`src/hdl/urlqd_pkg.sv`:
```
`timescale 1ns / 1ps

package urlqd_pkg;

  // Parsing phase of the URL.
  typedef enum logic [1:0] {
    PH_SEEK  = 2'd0,
    PH_KEY   = 2'd1,
    PH_VALUE = 2'd2
  } phase_e;

  // Progress through a percent escape.
  typedef enum logic [1:0] {
    ESC_NONE  = 2'd0,
    ESC_PCT   = 2'd1,
    ESC_DIGIT = 2'd2
  } esc_e;

  // Kind of one result transaction.
  typedef enum logic [1:0] {
    KIND_KEY   = 2'd0,
    KIND_VALUE = 2'd1,
    KIND_END   = 2'd2
  } kind_e;

  localparam logic [7:0] CH_QMARK = 8'h3F;
  localparam logic [7:0] CH_AMP   = 8'h26;
  localparam logic [7:0] CH_EQ    = 8'h3D;
  localparam logic [7:0] CH_PCT   = 8'h25;
  localparam logic [7:0] CH_PLUS  = 8'h2B;
  localparam logic [7:0] CH_SPACE = 8'h20;
  localparam logic [7:0] CH_ZERO  = 8'h30;
  localparam logic [7:0] CH_UPPER_A = 8'h41;
  localparam logic [7:0] CH_LOWER_A = 8'h61;
  localparam logic [3:0] HEX_TEN  = 4'd10;

  localparam int unsigned MaxResults = 4;
  localparam int unsigned SlotW      = $clog2(MaxResults);
  localparam int unsigned CountW     = $clog2(MaxResults + 1);

  // One result as it sits in the queue.
  typedef struct packed {
    kind_e      kind;
    logic [7:0] data;
  } entry_t;

  // All results caused by one input byte.
  typedef struct packed {
    logic [CountW-1:0]             cnt;
    entry_t [MaxResults-1:0]       ent;
  } bundle_t;

  // Head of the queue as seen by the back end.
  typedef struct packed {
    logic    valid;
    bundle_t bundle;
  } qhead_t;

  // Returns {is_hex, nibble} for an ASCII character.
  function automatic logic [4:0] hex_decode(input logic [7:0] c);
    logic [4:0] r;
    r = '0;
    if (c >= CH_ZERO && c <= 8'h39) begin
      r = {1'b1, 4'(c - CH_ZERO)};
    end else if (c >= CH_UPPER_A && c <= 8'h46) begin
      r = {1'b1, 4'(c - CH_UPPER_A) + HEX_TEN};
    end else if (c >= CH_LOWER_A && c <= 8'h66) begin
      r = {1'b1, 4'(c - CH_LOWER_A) + HEX_TEN};
    end
    return r;
  endfunction

  // Appends one result to a bundle; extra results beyond the limit are dropped.
  function automatic bundle_t push(input bundle_t b, input kind_e k, input logic [7:0] d);
    bundle_t r;
    r = b;
    if (b.cnt < CountW'(MaxResults)) begin
      r.ent[b.cnt[SlotW-1:0]].kind = k;
      r.ent[b.cnt[SlotW-1:0]].data = d;
      r.cnt = b.cnt + CountW'(1);
    end
    return r;
  endfunction

endpackage

```
`src/hdl/urlqd_in_if.sv`:
```
`timescale 1ns / 1ps

interface urlqd_in_if;
  logic       valid;
  logic       ready;
  logic [7:0] in_byte;
  logic       end_of_url;

  modport source (output valid, output in_byte, output end_of_url, input ready);
  modport sink (input valid, input in_byte, input end_of_url, output ready);
endinterface

```
`src/hdl/urlqd_out_if.sv`:
```
`timescale 1ns / 1ps

interface urlqd_out_if;
  logic       valid;
  logic       ready;
  logic [1:0] item_kind;
  logic [7:0] out_byte;
  logic       last_result;

  modport source (output valid, output item_kind, output out_byte, output last_result,
                  input ready);
  modport sink (input valid, input item_kind, input out_byte, input last_result,
                output ready);
endinterface

```
`src/hdl/urlqd_front.sv`:
```
`timescale 1ns / 1ps

module urlqd_front
  import urlqd_pkg::*;
(
  input  logic     clk_i,
  input  logic     rst_ni,
  urlqd_in_if.sink in_i,
  input  logic     full_i,
  output logic     push_o,
  output bundle_t  bundle_o
);

  phase_e     phase_q, phase_d;
  esc_e       esc_q, esc_d;
  logic [7:0] held_q, held_d;
  logic       pair_open_q, pair_open_d;

  logic       accept;
  bundle_t    b;
  logic [7:0] c;
  logic [4:0] hex_c, hex_h;
  logic       flush, plain;
  kind_e      fkind;

  assign in_i.ready = !full_i;
  assign accept     = in_i.valid && !full_i;

  // Classify the byte and collect every result it causes.
  always_comb begin
    b           = '0;
    c           = in_i.in_byte;
    phase_d     = phase_q;
    esc_d       = esc_q;
    held_d      = held_q;
    pair_open_d = pair_open_q;
    flush       = 1'b0;
    plain       = 1'b0;
    hex_c       = hex_decode(c);
    hex_h       = hex_decode(held_q);

    if (phase_q != PH_KEY && phase_q != PH_VALUE) begin
      if (c == CH_QMARK) begin
        phase_d = PH_KEY;
      end else begin
        phase_d = PH_SEEK;
      end
    end else if (esc_q == ESC_PCT) begin
      if (hex_c[4]) begin
        held_d = c;
        esc_d  = ESC_DIGIT;
      end else begin
        flush = 1'b1;
        plain = 1'b1;
      end
    end else if (esc_q == ESC_DIGIT) begin
      if (hex_c[4] && hex_h[4]) begin
        fkind = (phase_q == PH_VALUE) ? KIND_VALUE : KIND_KEY;
        b     = push(b, fkind, {hex_h[3:0], hex_c[3:0]});
        esc_d = ESC_NONE;
      end else begin
        flush = 1'b1;
        plain = 1'b1;
      end
    end else begin
      esc_d = ESC_NONE;
      plain = 1'b1;
    end

    fkind = (phase_d == PH_VALUE) ? KIND_VALUE : KIND_KEY;

    // An invalid escape comes out literally before the byte itself.
    if (flush) begin
      if (esc_d != ESC_NONE) b = push(b, fkind, CH_PCT);
      if (esc_d == ESC_DIGIT) b = push(b, fkind, held_d);
      esc_d = ESC_NONE;
    end

    // Ordinary byte inside the query.
    if (plain) begin
      if (c == CH_AMP) begin
        b           = push(b, KIND_END, 8'h00);
        pair_open_d = 1'b0;
        phase_d     = PH_KEY;
      end else begin
        pair_open_d = 1'b1;
        if (c == CH_EQ && phase_d == PH_KEY) begin
          phase_d = PH_VALUE;
        end else if (c == CH_PCT) begin
          esc_d = ESC_PCT;
        end else if (c == CH_PLUS) begin
          b = push(b, fkind, CH_SPACE);
        end else begin
          b = push(b, fkind, c);
        end
      end
    end

    // Close out the URL: cut-off escape, open pair, then back to reset state.
    if (in_i.end_of_url) begin
      fkind = (phase_d == PH_VALUE) ? KIND_VALUE : KIND_KEY;
      if (phase_d == PH_KEY || phase_d == PH_VALUE) begin
        if (esc_d != ESC_NONE) b = push(b, fkind, CH_PCT);
        if (esc_d == ESC_DIGIT) b = push(b, fkind, held_d);
        if (pair_open_d) b = push(b, KIND_END, 8'h00);
      end
      phase_d     = PH_SEEK;
      esc_d       = ESC_NONE;
      held_d      = '0;
      pair_open_d = 1'b0;
    end
  end

  assign bundle_o = b;
  assign push_o   = accept && (b.cnt != '0);

  // Parser state advances on each accepted transaction.
  always_ff @(posedge clk_i or negedge rst_ni) begin
    if (!rst_ni) begin
      phase_q     <= PH_SEEK;
      esc_q       <= ESC_NONE;
      held_q      <= '0;
      pair_open_q <= 1'b0;
    end else if (accept) begin
      phase_q     <= phase_d;
      esc_q       <= esc_d;
      held_q      <= held_d;
      pair_open_q <= pair_open_d;
    end
  end

endmodule

```
`src/hdl/urlqd_queue.sv`:
```
`timescale 1ns / 1ps

module urlqd_queue
  import urlqd_pkg::*;
(
  input  logic    clk_i,
  input  logic    rst_ni,
  input  logic    push_i,
  input  bundle_t bundle_i,
  output logic    full_o,
  input  logic    pop_i,
  output qhead_t  head_o
);

  bundle_t    mem_q [2];
  logic       wr_q, rd_q;
  logic [1:0] count_q, count_d;
  logic       do_push, do_pop;

  assign full_o  = (count_q == 2'd2);
  assign do_push = push_i && !full_o;
  assign do_pop  = pop_i && (count_q != 2'd0);

  // Storage for two bundles.
  always_ff @(posedge clk_i) begin
    if (do_push) mem_q[wr_q] <= bundle_i;
  end

  always_comb begin
    count_d = count_q;
    if (do_push && !do_pop) count_d = count_q + 2'd1;
    if (!do_push && do_pop) count_d = count_q - 2'd1;
  end

  // Pointers and fill level.
  always_ff @(posedge clk_i or negedge rst_ni) begin
    if (!rst_ni) begin
      wr_q    <= 1'b0;
      rd_q    <= 1'b0;
      count_q <= 2'd0;
    end else begin
      if (do_push) wr_q <= !wr_q;
      if (do_pop) rd_q <= !rd_q;
      count_q <= count_d;
    end
  end

  assign head_o.valid  = (count_q != 2'd0);
  assign head_o.bundle = mem_q[rd_q];

endmodule

```
`src/hdl/urlqd_back.sv`:
```
`timescale 1ns / 1ps

module urlqd_back
  import urlqd_pkg::*;
(
  input  logic         clk_i,
  input  logic         rst_ni,
  input  qhead_t       head_i,
  output logic         pop_o,
  urlqd_out_if.source  out_o
);

  logic [SlotW-1:0] idx_q;
  logic             is_last;
  logic             xfer;
  entry_t           cur;

  // Walk through the results of the bundle at the head of the queue.
  assign cur     = head_i.bundle.ent[idx_q];
  assign is_last = ({1'b0, idx_q} == (head_i.bundle.cnt - CountW'(1)));
  assign xfer    = head_i.valid && out_o.ready;
  assign pop_o   = xfer && is_last;

  assign out_o.valid       = head_i.valid;
  assign out_o.item_kind   = cur.kind;
  assign out_o.out_byte    = cur.data;
  assign out_o.last_result = is_last;

  // Result index within the current bundle.
  always_ff @(posedge clk_i or negedge rst_ni) begin
    if (!rst_ni) begin
      idx_q <= '0;
    end else if (xfer) begin
      if (is_last) begin
        idx_q <= '0;
      end else begin
        idx_q <= idx_q + SlotW'(1);
      end
    end
  end

endmodule

```
`src/hdl/url_query_string_decoder.sv`:
```
// Path: the results of an accepted byte are written into the queue and offered from its head.
// Throughput: one byte per cycle while bytes give at most one result each and the output is
// not held back; a byte that gives several results sends them one transaction at a time,
// and a two-entry queue of per-byte result groups lets input continue meanwhile.
// Reset: asynchronous, active low; clears the parser state and empties the queue.
`timescale 1ns / 1ps

module url_query_string_decoder
  import urlqd_pkg::*;
(
  input  logic        clk_i,
  input  logic        rst_ni,
  urlqd_in_if.sink    in_i,
  urlqd_out_if.source out_o
);

  logic    full, push, pop;
  bundle_t bundle;
  qhead_t  head;

  // Front end: parses bytes into result groups.
  urlqd_front u_front (
    .clk_i    (clk_i),
    .rst_ni   (rst_ni),
    .in_i     (in_i),
    .full_i   (full),
    .push_o   (push),
    .bundle_o (bundle)
  );

  // Queue between front and back.
  urlqd_queue u_queue (
    .clk_i    (clk_i),
    .rst_ni   (rst_ni),
    .push_i   (push),
    .bundle_i (bundle),
    .full_o   (full),
    .pop_i    (pop),
    .head_o   (head)
  );

  // Back end: sends results one transaction at a time.
  urlqd_back u_back (
    .clk_i  (clk_i),
    .rst_ni (rst_ni),
    .head_i (head),
    .pop_o  (pop),
    .out_o  (out_o)
  );

endmodule
```
`src/flat_wrapper.sv`:
```
// flat-port wrapper written by rule: the top's interface ports become plain ports
module url_query_string_decoder_flat import urlqd_pkg::*;
  (clk_i, rst_ni, in_i_valid, in_i_in_byte, in_i_end_of_url, in_i_ready, out_o_valid, out_o_item_kind, out_o_out_byte, out_o_last_result, out_o_ready);
  urlqd_in_if in_i_i ();
  urlqd_out_if out_o_i ();
  input  logic clk_i;
  input  logic rst_ni;
  input wire logic [$bits(in_i_i.valid)-1:0] in_i_valid;
  input wire logic [$bits(in_i_i.in_byte)-1:0] in_i_in_byte;
  input wire logic [$bits(in_i_i.end_of_url)-1:0] in_i_end_of_url;
  output wire logic [$bits(in_i_i.ready)-1:0] in_i_ready;
  output wire logic [$bits(out_o_i.valid)-1:0] out_o_valid;
  output wire logic [$bits(out_o_i.item_kind)-1:0] out_o_item_kind;
  output wire logic [$bits(out_o_i.out_byte)-1:0] out_o_out_byte;
  output wire logic [$bits(out_o_i.last_result)-1:0] out_o_last_result;
  input wire logic [$bits(out_o_i.ready)-1:0] out_o_ready;
  assign in_i_i.valid = in_i_valid;
  assign in_i_i.in_byte = in_i_in_byte;
  assign in_i_i.end_of_url = in_i_end_of_url;
  assign in_i_ready = in_i_i.ready;
  assign out_o_valid = out_o_i.valid;
  assign out_o_item_kind = out_o_i.item_kind;
  assign out_o_out_byte = out_o_i.out_byte;
  assign out_o_last_result = out_o_i.last_result;
  assign out_o_i.ready = out_o_ready;
  url_query_string_decoder u_core (.clk_i(clk_i), .rst_ni(rst_ni), .in_i(in_i_i), .out_o(out_o_i));
endmodule
```
`config.mk`:
```
export PLATFORM = sky130hd
export DESIGN_NAME = url_query_string_decoder_flat
export DESIGN_NICKNAME = d
export VERILOG_FILES = /design/src/hdl/urlqd_pkg.sv /design/src/hdl/urlqd_in_if.sv /design/src/hdl/urlqd_out_if.sv /design/src/hdl/urlqd_front.sv /design/src/hdl/urlqd_queue.sv /design/src/hdl/urlqd_back.sv /design/src/hdl/url_query_string_decoder.sv /design/src/flat_wrapper.sv
export SDC_FILE = /design/constraint.sdc
export NUM_CORES = 1
export LEC_CHECK = 0
export ABC_AREA = 1
export BUFFER_PORTS_ARGS = -buffer_cell sky130_fd_sc_hd__buf_2
export CAP_MARGIN = 20
export CORE_UTILIZATION = 35
export DETAILED_ROUTE_END_ITERATION = 8
export HOLD_SLACK_MARGIN = 0.12
export PLACE_DENSITY = 0.62
export RECOVER_POWER = 25
export SYNTH_ARGS = -nofsm -noshare
export SYNTH_HDL_FRONTEND = slang
export SYNTH_SLANG_ARGS = --single-unit
```
`constraint.sdc`:
```
create_clock -name clk_i -period 12.1 [get_ports clk_i]
set_input_delay 1.21 -clock clk_i [delete_from_list [all_inputs] [get_ports clk_i]]
set_output_delay 1.21 -clock clk_i [all_outputs]
set_load 0.02 [all_outputs]
```
==> key figures <==
Status
  – Status: finished with violations
  – Failing checks: capacitance limit, slew limit

Timing
  – Max_slew headroom: -31.2%
  – Final hold violations: 0
  – Clk_skew: 11.0 ps
  – Final min period: 7230 ps
  – Worst slew pin tran: 1970 ps
  – Tcrit/Tclk final: 59.7%
  – Max frequency: 138 MHz
  – Worst Hold Slack: 476 ps
  – Final setup violation count: 0
  – Final worst setup slack: 4870 ps
  – RSZ-0062 raised after global routing: false
  – Setup TNS: 0 ps
  – Max-slew violations: 44

Clock network
  – Post-CTS Hold Buffers: 0
  – Clk_lat worst skew: 360 ps
  – CTS tree: built
  – Root Buffer: clkbuf_16
  – Clk pin slew, worst setup/hold paths: 70 ps
  – Cts repair resizes: 0
  – H-tree levels: 3
  – Num CTS Buffers: 9
  – Clk sinks: 105
  – Setup bufs post-CTS: 0
  – Max Root-Sink Buffers: 2

Synthesis
  – Ys async rst share: 18.1%
  – Post-synth EDFFs: 86
  – Post-Syn Nets: 835
  – Yosys reg bits: 105
  – Mapped Area: 6850 µm²
  – Dominant synthesized flop cell: edfxtp_1
  – Yosys top cell area share: 37.7%
  – Post-Syn Instances: 796
  – YS warnings: 0
  – Synth area leader: edfxtp_1
  – Distinct cells, synth: 56
  – Register area share after synthesis: 44.7%
  – Area contributors post-synth: edfxtp_1, dfrtp_1, nor2_1
  – Syn_area_per_cell: 8.60 µm²

Setup path
  – Crit path max-delay cell type: clkinv_1
  – Largest fanout on the critical path: 43
  – Required @ worst endpoint: 12090 ps
  – Critical Path Most Common Cell: nand2_1
  – Reg2reg setup slack: 5940 ps
  – Reg-to-Reg Start: u_core.u_front.held_q[0]
  – Register-to-Register Path Depth: 22
  – CP top delay family: buffers and inverters
  – Type of the worst setup path: input port to flip-flop
  – Critical Path Source Type: input port
  – Largest stage delay on the critical path: 910 ps
  – CP arrival: 7210 ps
  – Reg-to-reg endpoint: u_core.u_queue.mem_q[1][17]
  – Critical path buffers and inverters: 6
  – Levels on crit path: 23
  – Cells along the critical path: clkbuf_1, inv_1, ha_1, o21ai_0, nand2_2, nand2_1, nand2_1, nand2_1, nand2_4, nor2_1, nand2_1, inv_1, a21oi_1, ha_1, nor2_1, clkbuf_1, clkinv_1, nand2_1, nand2_2, nand3_2, nand2_2, nor2_4, buf_4
  – Crit. End Element: flip-flop

Drt
  – DRC viols: 0
  – Vias: 5870
  – Vias/cell: 5.43
  – DRT iter0 DRCs: 560
  – Drt wl/cell: 18.3 µm
  – Antenna viol nets, final: 0
  – WL final: 19.8 mm
  – Drt first pass iters: 5

Worst hold path
  – WHS Path Cells: 2
  – Hold Startpoint: u_core.u_queue.wr_q
  – Hold endpoint: u_core.u_queue.wr_q
  – Hold Crit Class: flip-flop to flip-flop

Power
  – Pleak: 0.00305 µW
  – VDD IR max: 0.0000676 V
  – PwrDens: 141 nW/µm²
  – Overall Power: 1060 µW

GRT
  – First-pass GRT wire length: 30.7 mm
  – Total track usage: 20.3%
  – Grt total ovfl: 0
  – Initial antenna violation count: 0
  – GR Util met3: 3.88%
  – Met1 Use GR: 27.8%
  – Vias in the first global route: 5429
  – Largest net degree at the start of global routing: 44
  – Met2 Use GR: 32.1%
  – GRT busiest layer: met2

Layout
  – Antenna diodes: 0
  – Nets: 855
  – Share of cells above drive strength 1: 11.7%
  – Final Cell Area: 7500 µm²
  – P&R area growth vs syn: 9.52%

Die
  – Core area: 19000 µm²
  – DIE HEIGHT: 142 µm
  – Die width: 142 µm
  – Die Area: 20100 µm²
  – IO Count: 26
  – Starting Density: 36.1%
  – Rows: 50

Flow run
  – Max-Cap Viols: 1

Place
  – Placement Cell Area: 7260 µm²
  – RePlAce Congestion: 0.983
  – Worst slack, placed: 6030 ps
  – Placed wire-length estimate: 14.8 mm
  – I/O Buffers: 25
[per-stage QoR]
step           utilization (%)  cells
4_1_cts                   40.0   1080
5_1_grt                   39.6   1081
3_3_place_gp              38.2   1063
3_5_place_dp              38.3   1064
2_1_floorplan                -    796
6_report                  39.6   1081
[Yosys cell counts, types with 5 or more instances]
cell type,n
a21oi_1,22
o21ai_1,5
edfxtp_1,86
nand2_4,5
dfrtp_1,19
inv_1,96
nor2_2,8
nand4_1,10
a31oi_1,11
ha_1,26
o211ai_1,8
nand2_2,18
nor2_1,115
inv_2,13
o21ai_0,79
nand3_1,24
nand2_1,114
clkbuf_1,19
nor3_1,5
xor2_1,8
nand3_2,8
o22ai_1,32
[flip-flops by register name, indices dropped and copies added, names as in the netlist]
| signal | cells |
|---|---|
| u_core.u_front.phase_q | 2 |
| u_core.u_queue.mem_q | 86 |
| u_core.u_front.pair_open_q | 1 |
| u_core.u_front.held_q | 8 |
| u_core.u_front.esc_q | 2 |
| u_core.u_queue.count_q | 2 |
| u_core.u_queue.wr_q | 1 |
| u_core.u_back.idx_q | 2 |
| u_core.u_queue.rd_q | 1 |
[worst max path at each step]
stage                               start                           to  slack (ps)
after floorplan           in_i_in_byte[0]   u_core.u_queue.mem_q[1][0]        5270
after global placement    in_i_in_byte[0]  u_core.u_queue.mem_q[1][16]        6150
after detailed placement  in_i_in_byte[0]  u_core.u_queue.mem_q[1][36]        6030
after CTS                 in_i_in_byte[0]  u_core.u_queue.mem_q[1][32]        6350
after global routing      in_i_in_byte[1]  u_core.u_queue.mem_q[1][32]        4450
final                     in_i_in_byte[1]  u_core.u_queue.mem_q[1][17]        4870
[logic make-up (layout without fill, tap and decap cells)]
logic type	count (synthesis)	count (layout)	share of synthesized area, %
AND/OR/NAND/NOR	321	321	22.9
buffers and inverters	134	159	7.69
flip-flops	105	105	44.7
XOR/XNOR	10	10	1.28
multiplexers	3	3	0.439
AO/OA/AOI/OAI	197	197	18.3
adder cells (fa/ha/maj)	26	26	4.75
[cells in the final DEF (no fill, tap or decap), drive strengths merged, types with 8 or more instances in the layout]
cell type and count:
buf 14, ha 26, nand4 11, clkbuf 26, o22ai 33, nand3 36, dfrtp 19, o211ai 8
inv 111, nand2 137, o21ai 88, a31oi 11, xor2 8, edfxtp 86, nor2 129, a21oi 23
[tightest hold or removal path, stage by stage (launching register included)]
cell and delay [ps]:
dfrtp_1 340, nand2_1 50, nand2_1 50
[power by group]
part / leakage (µW) / switching (µW) / total (µW) / internal, µW
registers: 0.00104 / 20.2 / 418 / 397
clock network: 0.000155 / 136 / 301 / 165
logic: 0.00186 / 236 / 342 / 106
[cell type report]
type / instances / area, µm²
well taps: 260 / 325
fillers: 1958 / 11500
clock inverters: 7 / 88.8
inverters: 112 / 427
multi-input cells: 557 / 3210
flip-flops and latches: 105 / 3060
repair buffers: 31 / 161
clock buffers: 9 / 225
[routing by layer]
metal | wire [µm] | share of wire [%]
met1 | 8860 | 45
met2 | 9000 | 46
met3 | 1350 | 6.8
met4 | 546 | 2.8
met5 | 0 | 0
Note: power is estimated with default switching activity, not from simulation.
